<file path="config.mk">
export PLATFORM = sky130hd
export DESIGN_NAME = psrq_sess_mem
export DESIGN_NICKNAME = d
export VERILOG_FILES = /design/src/per_session_round_robin_event_queue_macros.svh /design/src/psrq_pkg.sv /design/src/psrq_sess_mem.sv
export SDC_FILE = /design/constraint.sdc
export NUM_CORES = 1
export LEC_CHECK = 0
export ABC_AREA = 1
export BUFFER_PORTS_ARGS = -buffer_cell sky130_fd_sc_hd__buf_2
export CAP_MARGIN = 20
export CORE_MARGIN = 5
export CORE_UTILIZATION = 46
export CTS_CLUSTER_SIZE = 8
export DETAILED_ROUTE_END_ITERATION = 7
export GPL_TIMING_DRIVEN = 0
export HOLD_SLACK_MARGIN = 0.03
export SLEW_MARGIN = 20
export SYNTH_ARGS = -nofsm -noshare
export SYNTH_HDL_FRONTEND = slang
export SYNTH_SLANG_ARGS = --single-unit
</file>
<file path="constraint.sdc">
create_clock -name clk -period 3.7 [get_ports clk]
set_input_delay 0.74 -clock clk [delete_from_list [all_inputs] [get_ports clk]]
set_output_delay 0.74 -clock clk [all_outputs]
set_load 0.03 [all_outputs]
</file>
<file path="src/per_session_round_robin_event_queue_macros.svh">
// Assertion macros shared by the event queue RTL.
`ifndef PER_SESSION_ROUND_ROBIN_EVENT_QUEUE_MACROS_SVH
`define PER_SESSION_ROUND_ROBIN_EVENT_QUEUE_MACROS_SVH

`ifndef ASSERT_OFF
// A condition that must hold at every clock edge outside reset.
`define PSRQ_ASSERT_ALWAYS(label, clk, rst, cond) \
  label: assert property (@(posedge clk) disable iff (rst) (cond)) \
    else $error("assertion failed");
// A consequence that must hold in the same cycle as its trigger.
`define PSRQ_ASSERT_IMPLY(label, clk, rst, trig, cond) \
  label: assert property (@(posedge clk) disable iff (rst) (trig) |-> (cond)) \
    else $error("assertion failed");
`else
`define PSRQ_ASSERT_ALWAYS(label, clk, rst, cond)
`define PSRQ_ASSERT_IMPLY(label, clk, rst, trig, cond)
`endif

`endif

</file>
<file path="src/psrq_pkg.sv">
// Shared widths, codes and types of the event queue.
package psrq_pkg;

  localparam int OP_W     = 1;
  localparam int KIND_W   = 2;
  localparam int SID_W    = 6;
  localparam int PAY_W    = 32;
  localparam int STATUS_W = 2;

  localparam logic [OP_W-1:0]   OP_PUSH      = 1'b0;
  localparam logic [OP_W-1:0]   OP_POP       = 1'b1;
  localparam logic [KIND_W-1:0] KIND_UNKNOWN = 2'd3;

  typedef enum logic [STATUS_W-1:0] {
    ST_ACCEPTED  = 2'd0,
    ST_DROPPED   = 2'd1,
    ST_DELIVERED = 2'd2,
    ST_EMPTY     = 2'd3
  } status_t;

  // Lane write enables of the session table.
  typedef struct packed {
    logic ptr;
    logic ring;
  } sess_we_t;

endpackage

</file>
<file path="src/psrq_sess_mem.sv">
// Session table: FIFO head and count per session plus the ready ring, with lane write enables.
module psrq_sess_mem #(
  parameter int DEPTH  = 64,
  parameter int ADDR_W = 6,
  parameter int PTR_W  = 3,
  parameter int CNT_W  = 4,
  parameter int RING_W = 6
) (
  input  logic               clk,
  input  psrq_pkg::sess_we_t we,
  input  logic [ADDR_W-1:0]  waddr,
  input  logic [PTR_W-1:0]   whead,
  input  logic [CNT_W-1:0]   wcount,
  input  logic [RING_W-1:0]  wring,
  input  logic [ADDR_W-1:0]  raddr,
  output logic [PTR_W-1:0]   rhead,
  output logic [CNT_W-1:0]   rcount,
  output logic [RING_W-1:0]  rring
);

  localparam int ENT_W = PTR_W + CNT_W + RING_W;

  logic [ENT_W-1:0] mem [DEPTH];
  logic [ENT_W-1:0] rdata;

  always_ff @(posedge clk) begin
    if (we.ptr) begin
      mem[waddr][RING_W +: PTR_W + CNT_W] <= {whead, wcount};
    end
    if (we.ring) begin
      mem[waddr][RING_W-1:0] <= wring;
    end
    rdata <= mem[raddr];
  end

  assign rhead  = rdata[RING_W + CNT_W +: PTR_W];
  assign rcount = rdata[RING_W +: CNT_W];
  assign rring  = rdata[RING_W-1:0];

endmodule

</file>
After elaboration in Yosys (flattened, before gate mapping)
Memory sizes are Yosys's and may differ from the RTL's. A register that Yosys moved wholly into a read port is not among the register bits.
Cells that the tools add are included.
{"block": "word_totals", "register_bits": 0, "ram_bits": 832, "wordCells": 5, "mem_count": 1}
{"memory": "mem", "words": 64, "word_bits": 13, "read_ports": 1, "rd_ports_with_merged_regs": 1, "wr": 1, "line": "psrq_sess_mem.sv:23", "source": "logic [ENT_W-1:0] mem [DEPTH];"}
{"block": "op_classes", "n_mux": 4}
{"cell": "1-bit 2-to-1 mux", "n": 4}

Longest topological paths before layout
{"block": "logic_depth", "ltp_word": 2, "ltp_mapped": 12, "ltp_nobuf": 9}

Least setup slack after synthesis
No wires, ideal clock.
{"block": "synth_timing", "path_kind": "input to register", "start": "input waddr[3]", "end": "memory mem[48][10] (netlist bit) (enable)", "setup_time_ps": 380, "arrival_ps": 2089, "required_time_ps": 3320, "path_slack_ps": 1231, "cell_stages": 4, "path_cell_list": "clkbuf_1 > nor3_1 > clkinv_1 > nor3_1"}
{"element": "start, declared", "line": "psrq_sess_mem.sv:11", "source": "input logic [ADDR_W-1:0] waddr,"}
{"element": "end, declared", "line": "psrq_sess_mem.sv:23"}
Straight into the memory's write port.

Worst setup path after layout
{"block": "layout_timing", "start": "input waddr[0]", "end": "memory mem[31][4] (netlist bit) (enable)"}
Straight into the memory's write port.

==> results.tsv <==
metric	value	unit
outcome	finished clean	
YS warnings	0	
final setup margin	0.605	ns
critical-path maximum fanout	10	
Hold Crit Start	wring[3]	
Setup Crit Path Kind	input port to flop	
TritonCTS buffer count	115	
post-CTS sizing	0	
Worst-Margin Slew	1.20	ns
commonest non-fill, non-tap cells in the layout	1062 x nand2_1, 832 x edfxtp_1, 710 x nand3_1	
post-synth design cell area	34500	µm²
routed via count	25200	
r2r startpoint	mem[49][7]	
largest net degree at the start of global routing	65	
Clk Latency, worst-skew pair	0.67	ns
# fillers	6208	
core outline area	74400	µm²
Die Area	80600	µm²
port bufs	35	
Required @ worst endpoint	3.96	ns
Setup TNS	0	ns
row cnt	100	
first-pass GRT wire length	168000	µm
NetSw	5.10	mW
DRC	0	
Reg power frac	0.489	
Reg2Reg Depth	8	
CTS tree	yes	
Yosys reg bits	845	
total track usage	0.291	
Post-DP HPWL	85000	µm
CP Launch Type	input port	
I/O pin count	41	
Post-CTS Setup Bufs	0	
Initial Util	0.463	
f_max	0.323	GHz
total clock sinks	845	
Final GP Congestion	0.958	
final WL	120000	µm
r2r endpoint	rdata[7]	
Iter 0 DRT Violations	3430	
cell chain of the critical path	clkbuf_1 -> nand3_1 -> clkbuf_1 -> nor3_1	
hold buffer count at CTS	0	
vias per cell	6.03	
register clock-pin slew on the reported worst setup and hold paths	0.05	ns
Slew Limit Headroom	0.192	
P_int	16.6	mW
initial antenna violation count	9	
Leak	14.2	nW
area grow syn2layout	15.4	%
Hold Crit Depth	1	
WL/cell	28.8	µm
syn nets	3001	
Yosys cell types	15	
CTS Buffer Depth	3	
maximum vdd drop	0.000355	V
sequential fraction of the synthesis area	0.732	
# setup viols final	0	
Die W	284	µm
Nets	3177	
WP data arrival	3.36	ns
syn_area_per_cell	11.6	µm²
H-Tree Level Count	3	
grt ovf	0	
CTS root buf	clkbuf_16	
RSZ-0062 raised after global routing	false	
Die Y	284	µm
Hold Path Sink	mem[1][3]	
CP endpoint kind	flop	
antenna-violating nets left	0	
Top cell by count, worst path	clkbuf_1	
min cycle time layout	3.10	ns
register area	25200	µm²
worst clock skew	0.0230	ns
R2R Setup Slk	2.04	ns
Final period util	0.836	
vias in the first global route	23200	
commonest non-fill, non-tap cell in the layout	nand2_1	
Sw Ratio	0.235	
Clk pwr share	0.437	
Critical Path Max Stage Delay	1.13	ns
Max Cap Viol	0	
Final Hold Fails	0	
pre-CTS setup slack	0.108	ns
Slew Viols, Final	0	
worst hold-check path type	input port to flop	
multi-input gate area in the final layout	8620	µm²
cells after synthesis	2973	
Crit-path slowest cell	nor3_1	
share of cells above drive strength 1	0.125	
PD cells	546	nW/µm²
combinational share of power	0.074	
DRT Pass-1 Iters	6	
## worst max-delay path by stage
stage | start | to | slack (ns)
after floorplan | waddr[3] | mem[48][10] | 1.23
after global placement | waddr[1] | mem[26][6] | -0.14
after detailed placement | waddr[2] | mem[46][11] | 0.11
after CTS | waddr[2] | mem[46][8] | 0.81
after global routing | waddr[0] | mem[63][6] | 0.68
final | waddr[0] | mem[31][4] | 0.60
## kinds of logic (layout without fill, tap and decap cells)
kind of cell	after synthesis	count (layout)	share of synthesized area
buffers and inverters	220	449	0.0302
flip-flops	845	845	0.732
other	0	3	0
AND/OR/NAND/NOR	1908	1908	0.238
## per-stage QoR
| stage | cell area (µm²) | util | cells | hold slack, ns | total power, mW |
|---|---|---|---|---|---|
| after floorplan | 34500 | - | 2973 | 0.722 | 11.6 |
| after global placement | 35900 | 0.482 | 3977 | 0.915 | 12.3 |
| after detailed placement | 36500 | 0.490 | 3998 | 0.917 | 12.4 |
| after CTS | 39600 | 0.533 | 4168 | 0.445 | 21.7 |
| after global routing | 39800 | 0.535 | 4172 | 0.451 | 22.3 |
| final | 39800 | 0.535 | 4174 | 0.461 | 21.8 |
## power by group through the flow
stage | registers, mW | logic, mW | clock network, mW
floorplan | 10.9 | 0.709 | 0
global placement | 10.8 | 1.48 | 0
detailed placement | 10.8 | 1.55 | 0
CTS | 10.6 | 1.56 | 9.55
global route | 10.6 | 1.68 | 9.97
finish | 10.6 | 1.61 | 9.51
## sequential cells by signal, summed over array words and instances, names as in the netlist
name	flops
mem	832
rdata	13
## synth_stat cells
cell type  count  share of area
buf_1         24         0.0026
buf_2        104          0.015
buf_4         21         0.0046
buf_6          1        0.00033
clkbuf_1      52         0.0057
clkinv_1       3        0.00033
dfxtp_1       13         0.0075
edfxtp_1     832           0.72
inv_1          5        0.00054
inv_2         10         0.0011
nand2_1     1062           0.12
nand3_1      710           0.10
nand3b_1       2        0.00044
nor2_1        18         0.0020
nor3_1       116          0.017
## routing by layer
layer / GRT usage / vias to the layer above / share of wire
li1: - / 10800 / -
met1: 0.419 / 12500 / 0.40
met2: 0.441 / 1602 / 0.45
met3: 0.0632 / 223 / 0.11
met4: 0.103 / 6 / 0.037
met5: 0 / - / 0.00032
## critical path, delay by kind of cell
| family | cells | cell delay, ns |
|---|---|---|
| AND/OR/NAND/NOR | 2 | 1.71 |
| buffers and inverters | 2 | 0.90 |
## layout make-up
cell class	count	area share
diodes	3	0.000189
well taps	969	0.0305
multi-input cells	1908	0.216
clock inverters	5	0.00138
clock buffers	165	0.0781
repair buffers	59	0.0131
flip-flops and latches	845	0.634
plain buffers	202	0.0245
inverters	18	0.00170
No activity file was read; power rests on OpenSTA's default activity.
